<file path="src/ffsa_pkg.sv">
// ----------------------------------------------------------------------------
// ffsa_pkg
// Types and constants of the first-fit segment allocator.
// ----------------------------------------------------------------------------
package ffsa_pkg;

    localparam int POOL_ITEMS   = 4096;
    localparam int MAX_SEGMENTS = 64;
    localparam int ADDR_W       = $clog2(MAX_SEGMENTS);
    localparam int CNT_W        = $clog2(MAX_SEGMENTS + 1);
    localparam int START_W      = 12;
    localparam int LEN_W        = 13;
    localparam int NEED_W       = LEN_W + 1;

    localparam logic [1:0] MODE_ALLOC = 2'd0;
    localparam logic [1:0] MODE_GROW  = 2'd1;
    localparam logic [1:0] MODE_FREE  = 2'd2;

    typedef enum logic [1:0] {
        STATUS_OK         = 2'd0,
        STATUS_NO_SPACE   = 2'd1,
        STATUS_TABLE_FULL = 2'd2,
        STATUS_NO_ALLOC   = 2'd3
    } status_t;

    typedef enum logic [2:0] {
        OP_ALLOC,
        OP_GROW,
        OP_FREE,
        OP_RELOC,
        OP_RFREE
    } op_t;

    typedef enum logic [3:0] {
        ST_INIT,
        ST_IDLE,
        ST_SCAN,
        ST_RDP,
        ST_RDN,
        ST_NB,
        ST_COPY,
        ST_WR0,
        ST_WR1,
        ST_RESP
    } state_t;

    typedef struct packed {
        logic               used;
        logic [LEN_W-1:0]   len;
        logic [START_W-1:0] start;
    } seg_t;

    localparam int SEG_W = $bits(seg_t);

endpackage

</file>
<file path="src/ffsa_ram.sv">
// ----------------------------------------------------------------------------
// ffsa_ram
// Generic one-write one-read RAM with registered read data.
// ----------------------------------------------------------------------------
module ffsa_ram #(
    parameter int WIDTH = 8,
    parameter int DEPTH = 16
) (
    input  logic                     clk,
    input  logic                     wr_en,
    input  logic [$clog2(DEPTH)-1:0] wr_addr,
    input  logic [WIDTH-1:0]         wr_data,
    input  logic                     rd_en,
    input  logic [$clog2(DEPTH)-1:0] rd_addr,
    output logic [WIDTH-1:0]         rd_data
);

    logic [WIDTH-1:0] mem [DEPTH];

    always_ff @(posedge clk)
    begin
        if (wr_en)
        begin
            mem[wr_addr] <= wr_data;
        end
        if (rd_en)
        begin
            rd_data <= mem[rd_addr];
        end
    end

endmodule

</file>
<file path="src/first_fit_segment_allocator_top.sv">
// ----------------------------------------------------------------------------
// first_fit_segment_allocator_top
// First-fit allocator over a pool of item slots with in-place grow and
// coalescing free, kept as an address-ordered segment table in one RAM.
// ----------------------------------------------------------------------------
// One request at a time. A request scans the segment table one entry per
// cycle (one RAM read port, registered read) until it finds its segment,
// then shifts the table tail one entry per cycle when a segment is split or
// removed, and ends with up to two entry writes. A relocating grow runs a lookup,
// a first-fit pass with its shift and a free with its shift in a row. After
// reset the state ST_INIT writes the initial free segment before the first
// request is taken.
module first_fit_segment_allocator_top
    import ffsa_pkg::*;
(
    input  logic        clk,
    input  logic        rst_n,
    input  logic        s_tvalid,
    output logic        s_tready,
    input  logic [31:0] s_tdata,   // item_count[12:0], alloc_offset[24:13]
    input  logic [1:0]  s_tuser,   // mode[1:0]
    output logic        m_tvalid,
    input  logic        m_tready,
    output logic [31:0] m_tdata,   // result_offset[11:0], result_length[24:12], moved[25]
    output logic [1:0]  m_tuser    // status[1:0]
);

    state_t state_reg, state_next;
    op_t    op_reg, op_next;

    logic [LEN_W-1:0]   cnt_reg, cnt_next;
    logic [START_W-1:0] off_reg, off_next;
    logic [NEED_W-1:0]  need_reg, need_next;
    logic [CNT_W-1:0]   total_reg, total_next;
    logic [CNT_W-1:0]   scan_idx_reg, scan_idx_next;
    logic               pend_reg, pend_next;
    logic [ADDR_W-1:0]  pend_idx_reg, pend_idx_next;
    logic [ADDR_W-1:0]  cur_idx_reg, cur_idx_next;
    logic [START_W-1:0] cur_s_reg, cur_s_next;
    logic [LEN_W-1:0]   cur_l_reg, cur_l_next;
    seg_t               prev_reg, prev_next;
    logic [ADDR_W-1:0]  cp_src_reg, cp_src_next;
    logic [CNT_W-1:0]   cp_left_reg, cp_left_next;
    logic               cp_up_reg, cp_up_next;
    logic [1:0]         cp_gap_reg, cp_gap_next;
    seg_t               wr0_reg, wr0_next, wr1_reg, wr1_next;
    logic [ADDR_W-1:0]  wr0_idx_reg, wr0_idx_next, wr1_idx_reg, wr1_idx_next;
    logic               wr1_en_reg, wr1_en_next;
    status_t            res_st_reg, res_st_next;
    logic [START_W-1:0] res_off_reg, res_off_next;
    logic [LEN_W-1:0]   res_len_reg, res_len_next;
    logic               res_mv_reg, res_mv_next;
    logic               out_valid_reg, out_valid_next;
    status_t            out_st_reg, out_st_next;
    logic [START_W-1:0] out_off_reg, out_off_next;
    logic [LEN_W-1:0]   out_len_reg, out_len_next;
    logic               out_mv_reg, out_mv_next;

    logic              ram_we, ram_re;
    logic [ADDR_W-1:0] ram_waddr, ram_raddr;
    seg_t              ram_wdata;
    logic [SEG_W-1:0]  ram_rdata;
    seg_t              rd_seg;

    logic               fit_scan, scan_more, find_hit, fit_hit, scan_hit, scan_miss;
    logic               fit_exact, table_full;
    logic               prev_free, next_ok, next_free, grow_fits, grow_eats;
    logic [CNT_W-1:0]   cur_wide, hi_idx;
    logic [ADDR_W-1:0]  lo_idx;
    logic [START_W-1:0] merge_s;
    logic [LEN_W-1:0]   merge_l;
    logic               s_accept, out_load;

    ffsa_ram #(
        .WIDTH (SEG_W),
        .DEPTH (MAX_SEGMENTS)
    ) u_ffsa_ram (
        .clk     (clk),
        .wr_en   (ram_we),
        .wr_addr (ram_waddr),
        .wr_data (ram_wdata),
        .rd_en   (ram_re),
        .rd_addr (ram_raddr),
        .rd_data (ram_rdata)
    );

    assign rd_seg     = seg_t'(ram_rdata);
    assign fit_scan   = (op_reg == OP_ALLOC) || (op_reg == OP_RELOC);
    assign scan_more  = scan_idx_reg < total_reg;
    assign find_hit   = pend_reg && rd_seg.used && (rd_seg.start == off_reg);
    assign fit_hit    = pend_reg && !rd_seg.used && ({1'b0, rd_seg.len} >= need_reg);
    assign scan_hit   = fit_scan ? fit_hit : find_hit;
    assign scan_miss  = !pend_reg && !scan_more;
    assign fit_exact  = {1'b0, rd_seg.len} == need_reg;
    assign table_full = total_reg == CNT_W'(MAX_SEGMENTS);

    assign cur_wide  = {1'b0, cur_idx_reg};
    assign prev_free = (cur_idx_reg != '0) && !prev_reg.used;
    assign next_ok   = (cur_wide + CNT_W'(1)) < total_reg;
    assign next_free = next_ok && !rd_seg.used;
    assign grow_fits = next_free && (rd_seg.len >= cnt_reg);
    assign grow_eats = rd_seg.len == cnt_reg;
    assign lo_idx    = prev_free ? (cur_idx_reg - ADDR_W'(1)) : cur_idx_reg;
    assign hi_idx    = next_free ? (cur_wide + CNT_W'(1)) : cur_wide;
    assign merge_s   = prev_free ? prev_reg.start : cur_s_reg;
    assign merge_l   = (prev_free ? prev_reg.len : '0) + cur_l_reg
                     + (next_free ? rd_seg.len : '0);

    assign s_accept = (state_reg == ST_IDLE) && s_tvalid;
    assign out_load = (state_reg == ST_RESP) && (!out_valid_reg || m_tready);

    always_comb
    begin
        state_next = state_reg;
        case (state_reg)
            ST_INIT:
            begin
                state_next = ST_IDLE;
            end
            ST_IDLE:
            begin
                if (s_accept)
                begin
                    case (s_tuser)
                        MODE_ALLOC:
                        begin
                            state_next = (s_tdata[12:0] == '0) ? ST_RESP : ST_SCAN;
                        end
                        MODE_GROW, MODE_FREE:
                        begin
                            state_next = ST_SCAN;
                        end
                        default:
                        begin
                            state_next = ST_RESP;
                        end
                    endcase
                end
            end
            ST_SCAN:
            begin
                if (scan_hit)
                begin
                    if (fit_scan)
                    begin
                        if (fit_exact)
                        begin
                            state_next = ST_WR0;
                        end
                        else if (table_full)
                        begin
                            state_next = ST_RESP;
                        end
                        else
                        begin
                            state_next = ST_COPY;
                        end
                    end
                    else if ((op_reg == OP_GROW) && (cnt_reg == '0))
                    begin
                        state_next = ST_RESP;
                    end
                    else
                    begin
                        state_next = ST_RDP;
                    end
                end
                else if (scan_miss)
                begin
                    state_next = ST_RESP;
                end
            end
            ST_RDP:
            begin
                state_next = ST_RDN;
            end
            ST_RDN:
            begin
                state_next = ST_NB;
            end
            ST_NB:
            begin
                if ((op_reg == OP_GROW) && !grow_fits)
                begin
                    state_next = ST_SCAN;
                end
                else
                begin
                    state_next = ST_COPY;
                end
            end
            ST_COPY:
            begin
                if ((cp_left_reg == '0) && !pend_reg)
                begin
                    state_next = ST_WR0;
                end
            end
            ST_WR0:
            begin
                if (wr1_en_reg)
                begin
                    state_next = ST_WR1;
                end
                else
                begin
                    state_next = (op_reg == OP_RELOC) ? ST_RDP : ST_RESP;
                end
            end
            ST_WR1:
            begin
                state_next = (op_reg == OP_RELOC) ? ST_RDP : ST_RESP;
            end
            ST_RESP:
            begin
                if (out_load)
                begin
                    state_next = ST_IDLE;
                end
            end
            default:
            begin
                state_next = ST_IDLE;
            end
        endcase
    end

    always_comb
    begin
        op_next       = op_reg;
        cnt_next      = cnt_reg;
        off_next      = off_reg;
        need_next     = need_reg;
        total_next    = total_reg;
        scan_idx_next = scan_idx_reg;
        pend_next     = 1'b0;
        pend_idx_next = pend_idx_reg;
        cur_idx_next  = cur_idx_reg;
        cur_s_next    = cur_s_reg;
        cur_l_next    = cur_l_reg;
        prev_next     = prev_reg;
        cp_src_next   = cp_src_reg;
        cp_left_next  = cp_left_reg;
        cp_up_next    = cp_up_reg;
        cp_gap_next   = cp_gap_reg;
        wr0_next      = wr0_reg;
        wr1_next      = wr1_reg;
        wr0_idx_next  = wr0_idx_reg;
        wr1_idx_next  = wr1_idx_reg;
        wr1_en_next   = wr1_en_reg;
        res_st_next   = res_st_reg;
        res_off_next  = res_off_reg;
        res_len_next  = res_len_reg;
        res_mv_next   = res_mv_reg;
        ram_we        = 1'b0;
        ram_waddr     = '0;
        ram_wdata     = '0;
        ram_re        = 1'b0;
        ram_raddr     = '0;

        case (state_reg)
            ST_INIT:
            begin
                ram_we     = 1'b1;
                ram_waddr  = '0;
                ram_wdata  = '{used: 1'b0, len: LEN_W'(POOL_ITEMS), start: '0};
                total_next = CNT_W'(1);
            end
            ST_IDLE:
            begin
                cnt_next      = s_tdata[12:0];
                off_next      = s_tdata[24:13];
                need_next     = {1'b0, s_tdata[12:0]};
                scan_idx_next = '0;
                res_st_next   = STATUS_OK;
                res_off_next  = '0;
                res_len_next  = '0;
                res_mv_next   = 1'b0;
                case (s_tuser)
                    MODE_ALLOC:
                    begin
                        op_next = OP_ALLOC;
                        if (s_tdata[12:0] == '0)
                        begin
                            res_st_next = STATUS_NO_SPACE;
                        end
                    end
                    MODE_GROW:
                    begin
                        op_next = OP_GROW;
                    end
                    default:
                    begin
                        op_next = OP_FREE;
                    end
                endcase
            end
            ST_SCAN:
            begin
                if (scan_more)
                begin
                    ram_re        = 1'b1;
                    ram_raddr     = scan_idx_reg[ADDR_W-1:0];
                    scan_idx_next = scan_idx_reg + CNT_W'(1);
                    pend_next     = 1'b1;
                    pend_idx_next = scan_idx_reg[ADDR_W-1:0];
                end
                if (scan_hit)
                begin
                    pend_next = 1'b0;
                    if (fit_scan)
                    begin
                        if (fit_exact)
                        begin
                            wr0_idx_next = pend_idx_reg;
                            wr0_next     = '{used: 1'b1, len: rd_seg.len, start: rd_seg.start};
                            wr1_en_next  = 1'b0;
                            res_off_next = rd_seg.start;
                            res_len_next = rd_seg.len;
                            res_mv_next  = op_reg == OP_RELOC;
                        end
                        else if (table_full)
                        begin
                            res_st_next = STATUS_TABLE_FULL;
                        end
                        else
                        begin
                            cp_src_next  = ADDR_W'(total_reg - CNT_W'(1));
                            cp_left_next = total_reg - CNT_W'(1) - {1'b0, pend_idx_reg};
                            cp_up_next   = 1'b1;
                            cp_gap_next  = 2'd1;
                            wr0_idx_next = pend_idx_reg;
                            wr0_next     = '{used: 1'b1, len: need_reg[LEN_W-1:0],
                                             start: rd_seg.start};
                            wr1_idx_next = pend_idx_reg + ADDR_W'(1);
                            wr1_next     = '{used: 1'b0,
                                             len: rd_seg.len - need_reg[LEN_W-1:0],
                                             start: rd_seg.start + need_reg[START_W-1:0]};
                            wr1_en_next  = 1'b1;
                            total_next   = total_reg + CNT_W'(1);
                            res_off_next = rd_seg.start;
                            res_len_next = need_reg[LEN_W-1:0];
                            res_mv_next  = op_reg == OP_RELOC;
                            if ((op_reg == OP_RELOC) && (pend_idx_reg < cur_idx_reg))
                            begin
                                cur_idx_next = cur_idx_reg + ADDR_W'(1);
                            end
                        end
                    end
                    else
                    begin
                        cur_idx_next = pend_idx_reg;
                        cur_s_next   = rd_seg.start;
                        cur_l_next   = rd_seg.len;
                        if ((op_reg == OP_GROW) && (cnt_reg == '0))
                        begin
                            res_off_next = rd_seg.start;
                            res_len_next = rd_seg.len;
                        end
                    end
                end
                else if (scan_miss)
                begin
                    res_st_next = fit_scan ? STATUS_NO_SPACE : STATUS_NO_ALLOC;
                end
            end
            ST_RDP:
            begin
                ram_re    = 1'b1;
                ram_raddr = cur_idx_reg - ADDR_W'(1);
            end
            ST_RDN:
            begin
                prev_next = rd_seg;
                ram_re    = 1'b1;
                ram_raddr = cur_idx_reg + ADDR_W'(1);
            end
            ST_NB:
            begin
                if (op_reg == OP_GROW)
                begin
                    if (grow_fits)
                    begin
                        wr0_idx_next = cur_idx_reg;
                        wr0_next     = '{used: 1'b1, len: cur_l_reg + cnt_reg,
                                         start: cur_s_reg};
                        res_off_next = cur_s_reg;
                        res_len_next = cur_l_reg + cnt_reg;
                        cp_up_next   = 1'b0;
                        cp_gap_next  = 2'd1;
                        cp_src_next  = cur_idx_reg + ADDR_W'(2);
                        if (grow_eats)
                        begin
                            wr1_en_next  = 1'b0;
                            cp_left_next = total_reg - cur_wide - CNT_W'(2);
                            total_next   = total_reg - CNT_W'(1);
                        end
                        else
                        begin
                            wr1_en_next  = 1'b1;
                            wr1_idx_next = cur_idx_reg + ADDR_W'(1);
                            wr1_next     = '{used: 1'b0, len: rd_seg.len - cnt_reg,
                                             start: rd_seg.start + cnt_reg[START_W-1:0]};
                            cp_left_next = '0;
                        end
                    end
                    else
                    begin
                        op_next       = OP_RELOC;
                        need_next     = NEED_W'(cur_l_reg) + NEED_W'(cnt_reg);
                        scan_idx_next = '0;
                    end
                end
                else
                begin
                    wr0_idx_next = lo_idx;
                    wr0_next     = '{used: 1'b0, len: merge_l, start: merge_s};
                    wr1_en_next  = 1'b0;
                    cp_up_next   = 1'b0;
                    cp_gap_next  = {1'b0, prev_free} + {1'b0, next_free};
                    cp_src_next  = ADDR_W'(hi_idx + CNT_W'(1));
                    cp_left_next = total_reg - CNT_W'(1) - hi_idx;
                    total_next   = total_reg - CNT_W'(prev_free) - CNT_W'(next_free);
                    if (op_reg == OP_FREE)
                    begin
                        res_off_next = off_reg;
                    end
                end
            end
            ST_COPY:
            begin
                if (cp_left_reg != '0)
                begin
                    ram_re        = 1'b1;
                    ram_raddr     = cp_src_reg;
                    pend_next     = 1'b1;
                    pend_idx_next = cp_src_reg;
                    cp_src_next   = cp_up_reg ? (cp_src_reg - ADDR_W'(1))
                                              : (cp_src_reg + ADDR_W'(1));
                    cp_left_next  = cp_left_reg - CNT_W'(1);
                end
                if (pend_reg)
                begin
                    ram_we    = 1'b1;
                    ram_waddr = cp_up_reg ? (pend_idx_reg + ADDR_W'(1))
                                          : (pend_idx_reg - ADDR_W'(cp_gap_reg));
                    ram_wdata = rd_seg;
                end
            end
            ST_WR0:
            begin
                ram_we    = 1'b1;
                ram_waddr = wr0_idx_reg;
                ram_wdata = wr0_reg;
                if (!wr1_en_reg && (op_reg == OP_RELOC))
                begin
                    op_next = OP_RFREE;
                end
            end
            ST_WR1:
            begin
                ram_we    = 1'b1;
                ram_waddr = wr1_idx_reg;
                ram_wdata = wr1_reg;
                if (op_reg == OP_RELOC)
                begin
                    op_next = OP_RFREE;
                end
            end
            default:
            begin
            end
        endcase
    end

    always_comb
    begin
        out_valid_next = out_valid_reg && !m_tready;
        out_st_next    = out_st_reg;
        out_off_next   = out_off_reg;
        out_len_next   = out_len_reg;
        out_mv_next    = out_mv_reg;
        if (out_load)
        begin
            out_valid_next = 1'b1;
            out_st_next    = res_st_reg;
            out_off_next   = res_off_reg;
            out_len_next   = res_len_reg;
            out_mv_next    = res_mv_reg;
        end
    end

    always_ff @(posedge clk or negedge rst_n)
    begin
        if (!rst_n)
        begin
            state_reg     <= ST_INIT;
            op_reg        <= OP_ALLOC;
            total_reg     <= CNT_W'(1);
            scan_idx_reg  <= '0;
            pend_reg      <= 1'b0;
            cp_left_reg   <= '0;
            wr1_en_reg    <= 1'b0;
            out_valid_reg <= 1'b0;
        end
        else
        begin
            state_reg     <= state_next;
            op_reg        <= op_next;
            total_reg     <= total_next;
            scan_idx_reg  <= scan_idx_next;
            pend_reg      <= pend_next;
            cp_left_reg   <= cp_left_next;
            wr1_en_reg    <= wr1_en_next;
            out_valid_reg <= out_valid_next;
        end
    end

    always_ff @(posedge clk)
    begin
        cnt_reg      <= cnt_next;
        off_reg      <= off_next;
        need_reg     <= need_next;
        pend_idx_reg <= pend_idx_next;
        cur_idx_reg  <= cur_idx_next;
        cur_s_reg    <= cur_s_next;
        cur_l_reg    <= cur_l_next;
        prev_reg     <= prev_next;
        cp_src_reg   <= cp_src_next;
        cp_up_reg    <= cp_up_next;
        cp_gap_reg   <= cp_gap_next;
        wr0_reg      <= wr0_next;
        wr1_reg      <= wr1_next;
        wr0_idx_reg  <= wr0_idx_next;
        wr1_idx_reg  <= wr1_idx_next;
        res_st_reg   <= res_st_next;
        res_off_reg  <= res_off_next;
        res_len_reg  <= res_len_next;
        res_mv_reg   <= res_mv_next;
        out_st_reg   <= out_st_next;
        out_off_reg  <= out_off_next;
        out_len_reg  <= out_len_next;
        out_mv_reg   <= out_mv_next;
    end

    assign s_tready = state_reg == ST_IDLE;
    assign m_tvalid = out_valid_reg;
    assign m_tdata  = {6'd0, out_mv_reg, out_len_reg, out_off_reg};
    assign m_tuser  = out_st_reg;

endmodule

</file>
<file path="config.mk">
export PLATFORM = sky130hd
export DESIGN_NAME = first_fit_segment_allocator_top
export DESIGN_NICKNAME = d
export VERILOG_FILES = /design/src/ffsa_pkg.sv /design/src/ffsa_ram.sv /design/src/first_fit_segment_allocator_top.sv
export SDC_FILE = /design/constraint.sdc
export NUM_CORES = 2
export LEC_CHECK = 0
export BUFFER_PORTS_ARGS = -buffer_cell sky130_fd_sc_hd__buf_2
export CORE_MARGIN = 4
export CORE_UTILIZATION = 45
export CTS_CLUSTER_SIZE = 10
export DETAILED_ROUTE_END_ITERATION = 8
export MAX_ROUTING_LAYER = met4
export SYNTH_ARGS = -nofsm -noshare
export SYNTH_HDL_FRONTEND = slang
export SYNTH_HIERARCHICAL = 1
export SYNTH_SLANG_ARGS = --single-unit
</file>
<file path="constraint.sdc">
create_clock -name clk -period 5.1 [get_ports clk]
set_clock_uncertainty 0.15 [all_clocks]
set_input_delay 0.51 -clock clk [delete_from_list [all_inputs] [get_ports clk]]
set_output_delay 0.51 -clock clk [all_outputs]
set_load 0.02 [all_outputs]
</file>
==> results.md <==
- Status: finished, final reports clean
- CTS Sinks: 1951
- Die W: ~430 um
- Peak supply drop: 0.363 mV
- Buffers on Ports: 60
- CTS clk-pin slew, worst paths: approximately 0.060 ns
- GR Overflow Total: 0
- Crit path required time: between 5 and 6 ns
- Worst slew margin: a little over a fifth
- Cell taking the most area after synthesis: edfxtp_1
- Yosys cell types: 84
- Hold Path Class: in -> reg
- Clock Path Buffers: 3
- Worst-Skew Late Latency: roughly 0.85 ns
- RSZ-0062 raised after global routing: no
- Reg-to-reg endpoint: u_ffsa_ram/rd_data[13]$_DFFE_PP_
- Critical Path Start Type: flip-flop
- DRC: 0
- Average cell area after synthesis: 18.0 um^2
- Vias: 44.4k
- Largest register by flop count: u_ffsa_ram/mem
- Minimum clock period: around 5.0 ns
- Global-route wire length before repair: a little over 300000 um
- Post-synth top cells: edfxtp_1, mux4_2, nand2_1
- TNS Setup: 0 ns
- Power density cells: approximately 550 nW/um^2
- Post-synth top area share: between 70% and 80%
- HP Start: s_tuser[0]
- Static Leak: ~31 nW
- Synth Instances: 4551
- Number of flops mapped to enable cells by yosys: approximately 1.9k
- Critical-path cell list: inv_1 > ha_1 > a21o_1 > a21o_1 > a211oi_2 > buf_4 > and2_0 > buf_4 > nand2_1 > o211ai_1 > buf_12 > buf_12 > or3b_2 > o22ai_1 > nor2_1 > nand3_1 > o21ai_1
- Post-route ant nets: 0
- Num CTS Buffers: about 220
- Layout Nets: just over 5k
- Die footprint: 189000 um^2
- Post-Route WL: about 210000 um
- Period utilization: a little over nine tenths
- Final setup viols: 0
- Worst R2R Start: total_reg[4]$_DFFE_PN0P_
- R2R Setup Slk: ~0.13 ns
- Tightest Pin Transition: between 1 and 1.5 ns
- Starting Density: 45.3%
- Gr usage total: between 20% and 30%
- Row count: 156
- Fraction of layout cells with a size suffix above 1: 24.1%
- FF-to-FF path depth: 17
- Drt first pass iters: 7
- Worst hold endpoint: op_reg[1]$_DFFE_PN0P_
- Total design power: around 52 mW
- Fin. Hold Viols: 0
- Critical path type: reg -> reg
- CTS tree: built
- Starting DRT DRC Count: between 5k and 6k
- Synth warn: 6
- Via density: just over 6
- Placer congestion estimate: ~0.9
- Synth Flop Type: edfxtp_1
- Worst path slowest cell: dfrtp_1
- Most frequent cell after synthesis: edfxtp_1
- Io pins: 74
- Synth Cell Area: slightly above 80000 um^2
- Max stage delay on crit path: ~0.47 ns
- Post-DP HPWL: 134000 um
- Vias in the first global route: between 40k and 50k
- H-tree depth: 4
- Post-synth ARST share: between 1.5 and 2%
- Worst Hold Depth: 5
- Root buf cell: clkbuf_16
- WP data arrival: between 5 and 6 ns
- Max cap viols: 0
- Largest net degree at the start of global routing: 77
- Initial antenna violation count: 3
- Largest cells by area after synthesis: edfxtp_1, mux4_2, ha_1
- Post-synthesis sequential area ratio: approximately 70%
- Max FFs per register: ~1.7k
- Final slew viol count: 0
- Routed WL per cell: just under 30 um
- Synthesis-to-layout area growth: 14.3%
- Maximum achievable frequency: around 200 MHz
- Crit path capture type: flip-flop
- #FFs+latches synth: around 2.0k
- Die Y: 435 um
- Core ar.: 181000 um^2
- CP Max Fanout: 58
[power by group]
| part | switching (mW) | leakage [nW] | internal, mW |
|---|---|---|---|
| combinational | 10.4 | 9.82 | 7.04 |
| sequential | 0.847 | 17.9 | 19.7 |
| clock | 5.91 | 2.91 | 7.78 |
[routing by layer]
layer  track usage [%]  vias up  wire length, um
li1                  -    19044                -
met1              33.9    23226            93400
met2              34.3     1793            98200
met3              3.47      305            14800
met4              7.54        0             6990
met5                 -        -                0
[worst max-delay path, delay by kind of cell (launching register included)]
family / cells / cell delay (ns)
buffers and inverters: 5 / 1.03
AOI/OAI and AO/OA: 6 / 1.41
and+or+nand+nor: 5 / 1.22
adders and majority gates: 1 / 0.33
DFF: 1 / 0.47
[worst max-delay path by stage]
stage / from / end / slack [ns] / cells after the start
after floorplan: cur_idx_reg[1]$_DFFE_PP_ / wr0_reg[23]$_DFFE_PP_ / 0.03 / 21
after global placement: cur_idx_reg[1]$_DFFE_PP_ / wr0_reg[24]$_DFFE_PP_ / 0.05 / 19
after detailed placement: cur_idx_reg[1]$_DFFE_PP_ / wr0_reg[23]$_DFFE_PP_ / 0.08 / 19
after CTS: cur_idx_reg[1]$_DFFE_PP_ / wr0_reg[23]$_DFFE_PP_ / 0.03 / 19
after global routing: cur_idx_reg[0]$_DFFE_PP_ / wr0_reg[23]$_DFFE_PP_ / 0.005 / 19
final: total_reg[4]$_DFFE_PN0P_ / u_ffsa_ram/rd_data[13]$_DFFE_PP_ / 0.13 / 17
[logic make-up (layout without fill, tap and decap cells)]
kind of cell | after synthesis | after routing | synth area share [%]
flops | 1951 | 1951 | 71.3
simple gates | 695 | 695 | 4.02
compound gates | 662 | 662 | 5.38
mux | 604 | 604 | 13.4
buf+inv | 361 | 785 | 2.03
fa+ha+maj | 152 | 152 | 2.53
xor+xnor | 125 | 125 | 1.34
other cells | 1 | 10 | 0.00458
[layout make-up]
type	count	area (um^2)
antenna	4	10.0
clock buffer	245	5610
fill	14233	87300
inverter	118	444
tap	2370	2970
sequential	1951	58400
multi-input combinational	2244	22200
timing repair buffer	398	3550
clock inverter	24	378
[repair_timing]
action                                  in CTS  in global routing
resized for setup                            0                 14
endpoints found under the setup margin       0                 18
endpoints found under the hold margin       73                  0
hold buffers                                28                  0
buffers inserted                             0                  1
[per-stage QoR]
stage	worst slack (ns)	hold WS (ns)	area [um^2]	std cells	util, %
6_report	0.134	0.100	93600	7354	51.7
5_1_grt	0.00463	0.127	93600	7351	51.7
4_1_cts	0.0271	0.0168	93600	7349	51.7
3_5_place_dp	0.0827	0.256	87300	7052	48.2
3_3_place_gp	0.0530	0.252	87300	7052	48.2
2_1_floorplan	0.0333	0.0644	81900	4556	-
[placed cells by master (no fill, tap or decap), drive strengths merged, types with 115 or more instances in the layout]
master	instances
edfxtp	1920
mux4	385
buf	370
clkbuf	245
nand2	237
nor2	168
mux2i	158
o21ai	156
ha	129
inv	119
a21oi	115
Note: power is estimated with default switching activity, not from simulation.
